==> src/bct_pkg.sv <==
// Shared types, constants and backoff table for the cooldown table unit.
package bct_pkg;

  localparam int DEFAULT_NUM_CHANNELS = 16;
  localparam int QUEUE_DEPTH          = 2;

  localparam int CMD_W       = 3;
  localparam int KEY_W       = 4;
  localparam int KIND_W      = 3;
  localparam int RETRY_W     = 24;
  localparam int COUNT_W     = 16;
  localparam int TIME_W      = 32;
  localparam int INTERVAL_W  = 16;
  localparam int REMAIN_W    = 24;
  localparam int CFG_INDEX_W = 2;
  localparam int CFG_DATA_W  = 32;
  localparam int EXP_W       = 3;

  localparam logic [CMD_W-1:0] CMD_FAIL    = 3'd0;
  localparam logic [CMD_W-1:0] CMD_SUCCESS = 3'd1;
  localparam logic [CMD_W-1:0] CMD_QUERY   = 3'd2;
  localparam logic [CMD_W-1:0] CMD_PROBE   = 3'd3;
  localparam logic [CMD_W-1:0] CMD_CLEAR   = 3'd4;
  localparam logic [CMD_W-1:0] CMD_TICK    = 3'd5;

  localparam logic [KIND_W-1:0] KIND_RATE_LIMIT    = 3'd0;
  localparam logic [KIND_W-1:0] KIND_AUTH          = 3'd1;
  localparam logic [KIND_W-1:0] KIND_BILLING       = 3'd2;
  localparam logic [KIND_W-1:0] KIND_TRANSIENT     = 3'd3;
  localparam logic [KIND_W-1:0] KIND_MODEL_MISSING = 3'd4;
  localparam logic [KIND_W-1:0] KIND_TIMEOUT       = 3'd5;

  localparam logic [CFG_INDEX_W-1:0] CFG_DECAY = 2'd0;
  localparam logic [CFG_INDEX_W-1:0] CFG_PROBE = 2'd1;

  localparam logic [TIME_W-1:0]     DECAY_RESET = 32'd86400;
  localparam logic [INTERVAL_W-1:0] PROBE_RESET = 16'd60;
  localparam logic [COUNT_W-1:0]    COUNT_MAX   = {COUNT_W{1'b1}};
  localparam logic [TIME_W-1:0]     TIME_MAX    = {TIME_W{1'b1}};
  localparam logic [EXP_W-1:0]      EXP_MAX     = 3'd4;

  localparam logic [31:0] RL_BASE    = 32'd60;
  localparam logic [31:0] RL_CAP     = 32'd3600;
  localparam logic [31:0] BILL_BASE  = 32'd18000;
  localparam logic [31:0] BILL_CAP   = 32'd86400;
  localparam logic [31:0] TMO_BASE   = 32'd30;
  localparam logic [31:0] TMO_CAP    = 32'd300;
  localparam logic [31:0] UNK_BASE   = 32'd60;
  localparam logic [31:0] UNK_CAP    = 32'd600;
  localparam logic [31:0] AUTH_FIXED = 32'd3600;

  typedef enum logic [2:0] {
    OP_FAIL,
    OP_SUCCESS,
    OP_QUERY,
    OP_PROBE,
    OP_CLEAR,
    OP_TICK
  } op_t;

  typedef enum logic {
    EX_IDLE,
    EX_EXEC
  } ex_state_t;

  typedef struct packed {
    op_t                op;
    logic               key_ok;
    logic [KEY_W-1:0]   key;
    logic [KIND_W-1:0]  kind;
    logic [RETRY_W-1:0] retry;
  } work_t;

  typedef struct packed {
    logic [TIME_W-1:0]     decay;
    logic [INTERVAL_W-1:0] probe_interval;
  } cfg_t;

  typedef struct packed {
    logic [COUNT_W-1:0] count;
    logic [KIND_W-1:0]  kind;
    logic [TIME_W-1:0]  last_fail;
    logic [TIME_W-1:0]  last_probe;
    logic [TIME_W-1:0]  cool_end;
  } entry_t;

  typedef struct packed {
    logic                in_cooldown;
    logic [REMAIN_W-1:0] remaining;
    logic [COUNT_W-1:0]  count;
    logic                granted;
  } result_t;

  function automatic logic [RETRY_W-1:0] scaled(input logic [31:0] base,
                                                input logic [31:0] cap,
                                                input logic [EXP_W-1:0] e);
    logic [31:0] v;
    case (e)
      3'd0:    v = base;
      3'd1:    v = base * 32'd5;
      3'd2:    v = base * 32'd25;
      3'd3:    v = base * 32'd125;
      default: v = base * 32'd625;
    endcase
    return (v < cap) ? v[RETRY_W-1:0] : cap[RETRY_W-1:0];
  endfunction

  function automatic logic [RETRY_W-1:0] backoff(input logic [KIND_W-1:0] kind,
                                                 input logic [EXP_W-1:0] e);
    logic [RETRY_W-1:0] v;
    case (kind)
      KIND_RATE_LIMIT:    v = scaled(RL_BASE, RL_CAP, e);
      KIND_AUTH:          v = AUTH_FIXED[RETRY_W-1:0];
      KIND_BILLING:       v = scaled(BILL_BASE, BILL_CAP, e);
      KIND_TRANSIENT:     v = scaled(RL_BASE, RL_CAP, e);
      KIND_MODEL_MISSING: v = '0;
      KIND_TIMEOUT:       v = scaled(TMO_BASE, TMO_CAP, e);
      default:            v = scaled(UNK_BASE, UNK_CAP, e);
    endcase
    return v;
  endfunction

endpackage

==> src/bct_if.sv <==
// Handshake interfaces for the command, result and configuration channels.
interface bct_req_if import bct_pkg::*; ();
  logic               valid;
  logic               ready;
  logic [CMD_W-1:0]   cmd;
  logic [KEY_W-1:0]   key_index;
  logic [KIND_W-1:0]  error_kind;
  logic [RETRY_W-1:0] retry_after;

  modport source (output valid, cmd, key_index, error_kind, retry_after, input ready);
  modport sink (input valid, cmd, key_index, error_kind, retry_after, output ready);
endinterface

interface bct_rsp_if import bct_pkg::*; ();
  logic                valid;
  logic                ready;
  logic                in_cooldown;
  logic [REMAIN_W-1:0] remaining_seconds;
  logic [COUNT_W-1:0]  fail_total;
  logic                probe_granted;

  modport source (output valid, in_cooldown, remaining_seconds, fail_total,
                  probe_granted, input ready);
  modport sink (input valid, in_cooldown, remaining_seconds, fail_total,
                probe_granted, output ready);
endinterface

interface bct_cfg_if import bct_pkg::*; ();
  logic                   valid;
  logic                   ready;
  logic [CFG_INDEX_W-1:0] index;
  logic [CFG_DATA_W-1:0]  data;

  modport source (output valid, index, data, input ready);
  modport sink (input valid, index, data, output ready);
endinterface

==> src/bct_front.sv <==
// Front end: takes command words, classifies them and holds the config registers.
module bct_front import bct_pkg::*; #(
  parameter int NUM_CHANNELS = DEFAULT_NUM_CHANNELS
) (
  input  logic  clk,
  input  logic  rst,
  bct_req_if.sink req,
  bct_cfg_if.sink cfg,
  output cfg_t  cfg_regs,
  output logic  push_valid,
  input  logic  push_ready,
  output work_t push_word
);

  logic key_ok;
  op_t  op;

  always_comb begin
    key_ok = (32'(req.key_index) < 32'(NUM_CHANNELS));
    case (req.cmd)
      CMD_FAIL:    op = key_ok ? OP_FAIL : OP_QUERY;
      CMD_SUCCESS: op = key_ok ? OP_SUCCESS : OP_QUERY;
      CMD_QUERY:   op = OP_QUERY;
      CMD_PROBE:   op = key_ok ? OP_PROBE : OP_QUERY;
      CMD_CLEAR:   op = OP_CLEAR;
      CMD_TICK:    op = OP_TICK;
      default:     op = OP_QUERY;
    endcase
  end

  assign req.ready  = push_ready;
  assign push_valid = req.valid;

  always_comb begin
    push_word.op     = op;
    push_word.key_ok = key_ok;
    push_word.key    = req.key_index;
    push_word.kind   = req.error_kind;
    push_word.retry  = req.retry_after;
  end

  assign cfg.ready = 1'b1;

  always_ff @(posedge clk) begin
    if (rst) begin
      cfg_regs.decay          <= DECAY_RESET;
      cfg_regs.probe_interval <= PROBE_RESET;
    end else if (cfg.valid && cfg.ready) begin
      case (cfg.index)
        CFG_DECAY: cfg_regs.decay          <= cfg.data;
        CFG_PROBE: cfg_regs.probe_interval <= cfg.data[INTERVAL_W-1:0];
        default:   ;
      endcase
    end
  end

endmodule

==> src/bct_queue.sv <==
// Short command queue between the front end and the execution unit.
module bct_queue import bct_pkg::*; (
  input  logic  clk,
  input  logic  rst,
  input  logic  push_valid,
  output logic  push_ready,
  input  work_t push_word,
  output logic  pop_valid,
  input  logic  pop,
  output work_t pop_word
);

  localparam int PTR_W = (QUEUE_DEPTH > 1) ? $clog2(QUEUE_DEPTH) : 1;
  localparam int CNT_W = $clog2(QUEUE_DEPTH + 1);

  work_t            slots [QUEUE_DEPTH];
  logic [PTR_W-1:0] wr_ptr;
  logic [PTR_W-1:0] rd_ptr;
  logic [CNT_W-1:0] fill;
  logic             do_push;
  logic             do_pop;

  assign push_ready = (fill != CNT_W'(QUEUE_DEPTH));
  assign pop_valid  = (fill != '0);
  assign pop_word   = slots[rd_ptr];
  assign do_push    = push_valid && push_ready;
  assign do_pop     = pop && pop_valid;

  always_ff @(posedge clk) begin
    if (rst) begin
      wr_ptr <= '0;
      rd_ptr <= '0;
      fill   <= '0;
    end else begin
      if (do_push) begin
        wr_ptr <= (wr_ptr == PTR_W'(QUEUE_DEPTH - 1)) ? '0 : wr_ptr + 1'b1;
      end
      if (do_pop) begin
        rd_ptr <= (rd_ptr == PTR_W'(QUEUE_DEPTH - 1)) ? '0 : rd_ptr + 1'b1;
      end
      case ({do_push, do_pop})
        2'b10:   fill <= fill + 1'b1;
        2'b01:   fill <= fill - 1'b1;
        default: fill <= fill;
      endcase
    end
  end

  always_ff @(posedge clk) begin
    if (do_push) begin
      slots[wr_ptr] <= push_word;
    end
  end

endmodule

==> src/bct_exec.sv <==
// Execution unit: entry read, update and write-back, time counter, result register.
module bct_exec import bct_pkg::*; #(
  parameter int NUM_CHANNELS = DEFAULT_NUM_CHANNELS
) (
  input  logic  clk,
  input  logic  rst,
  input  cfg_t  cfg_regs,
  input  logic  pop_valid,
  input  work_t pop_word,
  output logic  pop,
  bct_rsp_if.source rsp
);

  localparam int IDX_W = (NUM_CHANNELS > 1) ? $clog2(NUM_CHANNELS) : 1;

  ex_state_t state;
  ex_state_t state_next;

  work_t                   cur;
  entry_t                  mem [NUM_CHANNELS];
  entry_t                  rd;
  entry_t                  wr;
  logic [NUM_CHANNELS-1:0] valid;
  logic [TIME_W-1:0]       now;
  logic [TIME_W-1:0]       now_inc;
  logic [TIME_W-1:0]       now_eff;

  logic                out_valid;
  result_t             out_word;
  result_t             res;
  logic                out_free;
  logic                commit;
  logic                mem_we;

  logic [IDX_W-1:0]    addr;
  logic                hit;
  logic [TIME_W-1:0]   since_fail;
  logic [TIME_W-1:0]   since_probe;
  logic                stale;
  logic [COUNT_W-1:0]  count_keep;
  logic [COUNT_W-1:0]  count_base;
  logic [COUNT_W-1:0]  count_new;
  logic [EXP_W-1:0]    exp_keep;
  logic [RETRY_W-1:0]  dur_keep;
  logic [RETRY_W-1:0]  dur_fresh;
  logic [RETRY_W-1:0]  dur;
  logic [TIME_W:0]     end_sum;
  logic [TIME_W-1:0]   fail_end;
  logic [TIME_W-1:0]   headroom;
  logic [REMAIN_W-1:0] fail_remain;
  logic                cooling_st;
  logic [TIME_W-1:0]   diff;
  logic [REMAIN_W-1:0] remain_st;
  logic                grant;

  assign out_free = !out_valid || rsp.ready;

  always_comb begin
    state_next = state;
    case (state)
      EX_IDLE: if (pop_valid) state_next = EX_EXEC;
      EX_EXEC: if (out_free) state_next = EX_IDLE;
      default: state_next = EX_IDLE;
    endcase
  end

  always_comb begin
    pop    = 1'b0;
    commit = 1'b0;
    case (state)
      EX_IDLE: pop    = pop_valid;
      EX_EXEC: commit = out_free;
      default: ;
    endcase
  end

  always_comb begin
    addr    = IDX_W'(cur.key);
    hit     = cur.key_ok && valid[addr];
    now_eff = (cur.op == OP_TICK) ? now_inc : now;

    since_fail  = (now >= rd.last_fail) ? now - rd.last_fail : '0;
    since_probe = (now >= rd.last_probe) ? now - rd.last_probe : '0;

    count_keep = hit ? rd.count : '0;
    stale      = hit && (rd.count != '0) && (since_fail > cfg_regs.decay);
    count_base = stale ? '0 : count_keep;
    count_new  = (count_base == COUNT_MAX) ? count_base : count_base + 1'b1;
    exp_keep   = (count_keep >= COUNT_W'(EXP_MAX)) ? EXP_MAX : count_keep[EXP_W-1:0];

    dur_keep  = (cur.retry != '0) ? cur.retry : backoff(cur.kind, exp_keep);
    dur_fresh = (cur.retry != '0) ? cur.retry : backoff(cur.kind, '0);
    dur       = stale ? dur_fresh : dur_keep;

    end_sum     = {1'b0, now} + {{(TIME_W + 1 - RETRY_W){1'b0}}, dur};
    fail_end    = end_sum[TIME_W] ? TIME_MAX : end_sum[TIME_W-1:0];
    headroom    = ~now;
    fail_remain = ({{(TIME_W - RETRY_W){1'b0}}, dur} <= headroom) ? dur
                                                                  : headroom[REMAIN_W-1:0];

    cooling_st = hit && (now_eff < rd.cool_end);
    diff       = rd.cool_end - now_eff;
    remain_st  = (diff[TIME_W-1:REMAIN_W] != '0) ? {REMAIN_W{1'b1}} : diff[REMAIN_W-1:0];
    grant      = hit && (now < rd.cool_end) &&
                 (since_probe >= TIME_W'(cfg_regs.probe_interval));

    res = '0;
    case (cur.op)
      OP_FAIL: begin
        res.in_cooldown = (fail_remain != '0);
        res.remaining   = fail_remain;
        res.count       = count_new;
      end
      OP_SUCCESS, OP_CLEAR: res = '0;
      OP_PROBE: begin
        res.in_cooldown = cooling_st;
        res.remaining   = cooling_st ? remain_st : '0;
        res.count       = count_keep;
        res.granted     = grant;
      end
      default: begin
        res.in_cooldown = cooling_st;
        res.remaining   = cooling_st ? remain_st : '0;
        res.count       = count_keep;
      end
    endcase

    wr = rd;
    case (cur.op)
      OP_FAIL: begin
        wr.count      = count_new;
        wr.kind       = cur.kind;
        wr.last_fail  = now;
        wr.last_probe = now;
        wr.cool_end   = fail_end;
      end
      OP_PROBE: wr.last_probe = now;
      default:  ;
    endcase
    mem_we = commit && ((cur.op == OP_FAIL) || ((cur.op == OP_PROBE) && grant));
  end

  always_ff @(posedge clk) begin
    if (rst) begin
      state <= EX_IDLE;
    end else begin
      state <= state_next;
    end
  end

  always_ff @(posedge clk) begin
    if (pop) begin
      cur <= pop_word;
      rd  <= mem[IDX_W'(pop_word.key)];
    end
    if (mem_we) begin
      mem[addr] <= wr;
    end
  end

  always_ff @(posedge clk) begin
    if (rst) begin
      valid   <= '0;
      now     <= '0;
      now_inc <= TIME_W'(1);
    end else if (commit) begin
      case (cur.op)
        OP_FAIL:    valid[addr] <= 1'b1;
        OP_SUCCESS: valid[addr] <= 1'b0;
        OP_CLEAR:   valid       <= '0;
        OP_TICK: begin
          now     <= now_inc;
          now_inc <= (now_inc == TIME_MAX) ? now_inc : now_inc + 1'b1;
        end
        default: ;
      endcase
    end
  end

  always_ff @(posedge clk) begin
    if (rst) begin
      out_valid <= 1'b0;
    end else if (commit) begin
      out_valid <= 1'b1;
    end else if (rsp.ready) begin
      out_valid <= 1'b0;
    end
  end

  always_ff @(posedge clk) begin
    if (commit) begin
      out_word <= res;
    end
  end

  assign rsp.valid             = out_valid;
  assign rsp.in_cooldown       = out_word.in_cooldown;
  assign rsp.remaining_seconds = out_word.remaining;
  assign rsp.fail_total        = out_word.count;
  assign rsp.probe_granted     = out_word.granted;

endmodule

==> src/backoff_cooldown_table_unit.sv <==
// Top level of the per-channel backoff cooldown table.
//
// Channels: req carries command words (cmd, key_index, error_kind, retry_after);
// rsp returns one result word per command (in_cooldown, remaining_seconds,
// fail_total, probe_granted), in command order. cfg writes the failure
// decay time (index 0) and the probe interval (index 1) and is always ready;
// write it only while no command is in flight.
// Flow: an accepted command waits in the queue; the execution unit then does a
// registered read of the channel entry, then update and write-back, and puts
// the result in the output register. It takes a new command only after the
// last result has entered that register. A two-entry queue lets req keep taking words
// while a result waits in the output register.
// Stall: while rsp.ready is low, the finished result holds, the execution unit
// waits, the queue fills and then req.ready drops.
// Reset: the table is empty, the seconds counter is zero and both config
// registers take their defaults; no clearing pass is needed.
module backoff_cooldown_table_unit import bct_pkg::*; #(
  parameter int NUM_CHANNELS = DEFAULT_NUM_CHANNELS
) (
  input logic clk,
  input logic rst,
  bct_req_if.sink   req,
  bct_rsp_if.source rsp,
  bct_cfg_if.sink   cfg
);

  cfg_t  cfg_regs;
  logic  push_valid;
  logic  push_ready;
  work_t push_word;
  logic  pop_valid;
  logic  pop;
  work_t pop_word;

  bct_front #(
    .NUM_CHANNELS(NUM_CHANNELS)
  ) u_front (
    .clk       (clk),
    .rst       (rst),
    .req       (req),
    .cfg       (cfg),
    .cfg_regs  (cfg_regs),
    .push_valid(push_valid),
    .push_ready(push_ready),
    .push_word (push_word)
  );

  bct_queue u_queue (
    .clk       (clk),
    .rst       (rst),
    .push_valid(push_valid),
    .push_ready(push_ready),
    .push_word (push_word),
    .pop_valid (pop_valid),
    .pop       (pop),
    .pop_word  (pop_word)
  );

  bct_exec #(
    .NUM_CHANNELS(NUM_CHANNELS)
  ) u_exec (
    .clk      (clk),
    .rst      (rst),
    .cfg_regs (cfg_regs),
    .pop_valid(pop_valid),
    .pop_word (pop_word),
    .pop      (pop),
    .rsp      (rsp)
  );

endmodule

==> src/flat_wrapper.sv <==
// flat-port wrapper written by rule: the top's interface ports become plain ports
module backoff_cooldown_table_unit_flat import bct_pkg::*;
#(
  parameter int NUM_CHANNELS = DEFAULT_NUM_CHANNELS
)
  (clk, rst, req_valid, req_cmd, req_key_index, req_error_kind, req_retry_after, req_ready, rsp_valid, rsp_in_cooldown, rsp_remaining_seconds, rsp_fail_total, rsp_probe_granted, rsp_ready, cfg_valid, cfg_index, cfg_data, cfg_ready);
  bct_req_if req_i ();
  bct_rsp_if rsp_i ();
  bct_cfg_if cfg_i ();
  input logic clk;
  input logic rst;
  input wire logic [$bits(req_i.valid)-1:0] req_valid;
  input wire logic [$bits(req_i.cmd)-1:0] req_cmd;
  input wire logic [$bits(req_i.key_index)-1:0] req_key_index;
  input wire logic [$bits(req_i.error_kind)-1:0] req_error_kind;
  input wire logic [$bits(req_i.retry_after)-1:0] req_retry_after;
  output wire logic [$bits(req_i.ready)-1:0] req_ready;
  output wire logic [$bits(rsp_i.valid)-1:0] rsp_valid;
  output wire logic [$bits(rsp_i.in_cooldown)-1:0] rsp_in_cooldown;
  output wire logic [$bits(rsp_i.remaining_seconds)-1:0] rsp_remaining_seconds;
  output wire logic [$bits(rsp_i.fail_total)-1:0] rsp_fail_total;
  output wire logic [$bits(rsp_i.probe_granted)-1:0] rsp_probe_granted;
  input wire logic [$bits(rsp_i.ready)-1:0] rsp_ready;
  input wire logic [$bits(cfg_i.valid)-1:0] cfg_valid;
  input wire logic [$bits(cfg_i.index)-1:0] cfg_index;
  input wire logic [$bits(cfg_i.data)-1:0] cfg_data;
  output wire logic [$bits(cfg_i.ready)-1:0] cfg_ready;
  assign req_i.valid = req_valid;
  assign req_i.cmd = req_cmd;
  assign req_i.key_index = req_key_index;
  assign req_i.error_kind = req_error_kind;
  assign req_i.retry_after = req_retry_after;
  assign req_ready = req_i.ready;
  assign rsp_valid = rsp_i.valid;
  assign rsp_in_cooldown = rsp_i.in_cooldown;
  assign rsp_remaining_seconds = rsp_i.remaining_seconds;
  assign rsp_fail_total = rsp_i.fail_total;
  assign rsp_probe_granted = rsp_i.probe_granted;
  assign rsp_i.ready = rsp_ready;
  assign cfg_i.valid = cfg_valid;
  assign cfg_i.index = cfg_index;
  assign cfg_i.data = cfg_data;
  assign cfg_ready = cfg_i.ready;
  backoff_cooldown_table_unit #(.NUM_CHANNELS(NUM_CHANNELS)) u_core (.clk(clk), .rst(rst), .req(req_i), .rsp(rsp_i), .cfg(cfg_i));
endmodule
==> config.mk <==
export PLATFORM = sky130hd
export DESIGN_NAME = backoff_cooldown_table_unit_flat
export DESIGN_NICKNAME = d
export VERILOG_FILES = /design/src/bct_pkg.sv /design/src/bct_if.sv /design/src/bct_front.sv /design/src/bct_queue.sv /design/src/bct_exec.sv /design/src/backoff_cooldown_table_unit.sv /design/src/flat_wrapper.sv
export SDC_FILE = /design/constraint.sdc
export NUM_CORES = 2
export LEC_CHECK = 0
export ABC_AREA = 0
export BUFFER_PORTS_ARGS = -buffer_cell sky130_fd_sc_hd__buf_2
export CAP_MARGIN = 20
export CORE_MARGIN = 8
export CORE_UTILIZATION = 41
export CTS_CLUSTER_SIZE = 28
export DETAILED_ROUTE_END_ITERATION = 8
export SLEW_MARGIN = 20
export SYNTH_ARGS = -nofsm -noshare
export SYNTH_HDL_FRONTEND = slang
export SYNTH_SLANG_ARGS = --single-unit
==> constraint.sdc <==
create_clock -name clk -period 17.5 [get_ports clk]
set_clock_uncertainty 0.1 [all_clocks]
set_input_delay 0 -clock clk [delete_from_list [all_inputs] [get_ports clk]]
set_output_delay 0 -clock clk [all_outputs]
set_load 0.01 [all_outputs]
==> results.json <==
{
  "grt_pass1_vias": 63270,
  "max_slew_violation_total_from_the_final_report": 0,
  "postSynthRegisterBits": 2183,
  "post_route_cells_drive_above_1_share": 0.08625,
  "drt_first_pass_iters": 6,
  "postSynth.topFlopCell": "edfxtp_1",
  "gp_routability_congestion": 0.9319,
  "core_um2": 232300,
  "globalRoute.totalOverflow": 0,
  "critPathLaunch": "u_core.u_exec.now[0]$_SDFFE_PP0P_",
  "cts_setup_buffers": 0,
  "layout-area-overhead-vs-synth_pct": 13.36,
  "yosysUniqueCellTypes": 84,
  "netlist_area_um2": 95710,
  "total_power_uw": 16560,
  "critical_path.max_fanout": 32,
  "port_buffers": 116,
  "cp_data_required_time_ps": 17910,
  "detail_route.wl_per_cell_um": 24.92,
  "postSynthNetCount": 8515,
  "drt-initial-drc-count": 7183,
  "clock_insertion_delay_worst_skew_ps": 870,
  "post-synth-top-count-cell": "nand2_1",
  "wirelength_um": 290600,
  "outcome": "finished clean",
  "cts.path.max_buffers": 3,
  "syn_area_per_cell_um2": 11.62,
  "io_pins": 118,
  "final_net_count": 8714,
  "std_cell_rows": 177,
  "cts-htree-levels": 4,
  "maximum_capacitance_violations": 0,
  "grt_setup_unrepaired": "false",
  "irDropWorstVdd_v": 0.0001060,
  "share_of_yosys_cell_area_claimed_by_the_top_area_cell_type": 0.6426,
  "wire_length_of_the_first_global_routing_pass_um": 424500,
  "fp.dieH_um": 499.2,
  "timing.final.setup_violations": 0,
  "worst-setup-path-type": "reg -> reg",
  "timing_worst_slew_pin_value_ps": 1177,
  "synth_enable_flop_cells": 2048,
  "cts_tree": "built",
  "leakage_uw": 0.03870,
  "worst_setup_path_end_kind": "flop",
  "clock_root_cell": "clkbuf_16",
  "worstHoldPathType": "in -> reg",
  "slew-limit-headroom": 0.2154,
  "worst_hold_slack_ps": 250.9,
  "crit_slowest_cell": "a22oi_1",
  "floorplan.die_area_um2": 249200,
  "global_route_total_usage_across_every_layer": 0.2232,
  "holdCritStartpoint": "rst",
  "num-fill-cells": 20620,
  "worst_path_largest_cell_delay_ps": 820,
  "critical_path_arrival_ps": 11850,
  "r2r-start": "u_core.u_exec.now[0]$_SDFFE_PP0P_",
  "antenna_found_initial": 11,
  "ant_nets": 0,
  "via_count": 67310,
  "grt_start_max_net_pins": 157,
  "synth-seq-area-share": 0.6708,
  "power.density_nw_per_um2": 152.6,
  "finalCritPeriodShare": 0.6541,
  "synthCells": 8235,
  "critPathLaunchType": "flop",
  "clock.fmax_ghz": 0.08736,
  "final_cells": 11660,
  "cts_inserted_buffers": 211,
  "synth.area.top_cells": "edfxtp_1 (64%), nand2_1 (8.5%), nand3_1 (5.0%)",
  "detail_route.vias_per_cell": 5.772,
  "path_common_cell": "o21ai_0",
  "finalHoldViolCount": 0,
  "final.min_clock_period_ps": 11450,
  "yosys_warnings": 0,
  "dp_hpwl_um": 167100,
  "synth_top_area_cell": "edfxtp_1",
  "place.detailed.instances": 11090,
  "yosys-top-cells-count": "nand2_1 (2,176), edfxtp_1 (2,048), nand3_1 (948), clkbuf_1 (490), a21oi_1 (251)",
  "clock_sink_count": 2183,
  "path_clk_slew_ps": 60,
  "setup_tns_ps": 0,
  "die-width_um": 499.2,
  "asyncSetResetFlopFracSynth": 0,
  "drc": 0,
  "floorplan.initialDensity": 0.4120
}
[logic make-up after synthesis]
logic type	share of synthesized area
flip-flops	0.6708
buffers and inverters	0.02850
multiplexers	0.009007
AO/OA/AOI/OAI	0.08171
adder cells (fa/ha/maj)	0.02738
other	0.00003918
AND/OR/NAND/NOR	0.1710
XOR/XNOR	0.01153
[what timing repair did]
item                                   4_1_cts  5_1_grt
resized for setup                            0        0
hold buffers                               155        0
endpoints found under the hold margin      220        0
[power by group]
group	switching (uW)	leakage, uW	internal [uW]
Sequential	265	0.0197	6970
Clock	1970	0.00317	2410
Combinational	3550	0.0159	1390
[sequential cells by signal (all words and copies together), names as in the netlist, 2 cells and up, named ones only]
signal / count
u_core.u_exec.valid: 16
u_core.u_exec.rsp.fail_total: 16
u_core.u_exec.mem: 1792
u_core.u_exec.rsp.remaining_seconds: 24
u_core.u_queue.fill: 2
u_core.u_exec.addr: 4
u_core.u_exec.now_inc: 32
u_core.u_exec.now: 32
u_core.u_exec.rd: 112
u_core.u_queue.slots: 68
u_core.u_exec.cur: 30
u_core.u_front.cfg_regs: 48
[final cells by class]
class / count / area [um2] / share of cell area
inverter: 198 / 763.2 / 0.007035
multi-input combinational: 5334 / 29050 / 0.2678
tap: 3043 / 3807 / 0.03509
clock inverter: 114 / 994.7 / 0.009168
sequential: 2183 / 64200 / 0.5918
timing repair buffer: 506 / 4096 / 0.03776
antenna: 4 / 10.01 / 0.00009226
clock buffer: 279 / 5567 / 0.05131
[cell usage in the layout, fill, tap and decap left out, drive strengths merged, types with 208 or more instances in the layout]
cell type     n
a21oi       251
nand2      2176
inv         208
clkbuf      290
a311oi      227
nand3       948
buf         340
o21ai       209
edfxtp     2048
nor2        233
[per-layer routing]
layer / vias up / part of all wire / track usage
li1: 30470 / - / -
met1: 33530 / 0.43 / 0.3126
met2: 2776 / 0.46 / 0.3575
met3: 538 / 0.075 / 0.03192
met4: 6 / 0.037 / 0.07828
met5: - / 0.00015 / 0
[per-stage QoR]
stage	utilization	setup WS (ps)	instance area, um2
5_1_grt	0.4670	5541	108500
6_report	0.4670	6053	108500
2_1_floorplan	-	3922	95710
3_5_place_dp	0.4313	6303	100200
3_3_place_gp	0.4312	6442	100200
4_1_cts	0.4662	6235	108300
[final timing paths]
kind,to,slack [ps],cells past startpoint
min,u_core.u_front.cfg_regs[13]$_SDFFE_PP0P_,250,3
min reg2reg,u_core.u_front.cfg_regs[46]$_SDFFE_PP0P_,350,2
max reg2reg,u_core.u_exec.mem[9][29]$_DFFE_PP_,6050,36
max,u_core.u_exec.mem[9][29]$_DFFE_PP_,6050,36
[critical path, delay by kind of cell (launching register included)]
family	cells	cell delay (ps)
adder cells (fa/ha/maj)	4	1260
flip-flops	1	410
AO/OA/AOI/OAI	21	6780
buffers and inverters	4	870
AND/OR/NAND/NOR	6	1510
XOR/XNOR	1	90
(Power assumes the default switching activity.)
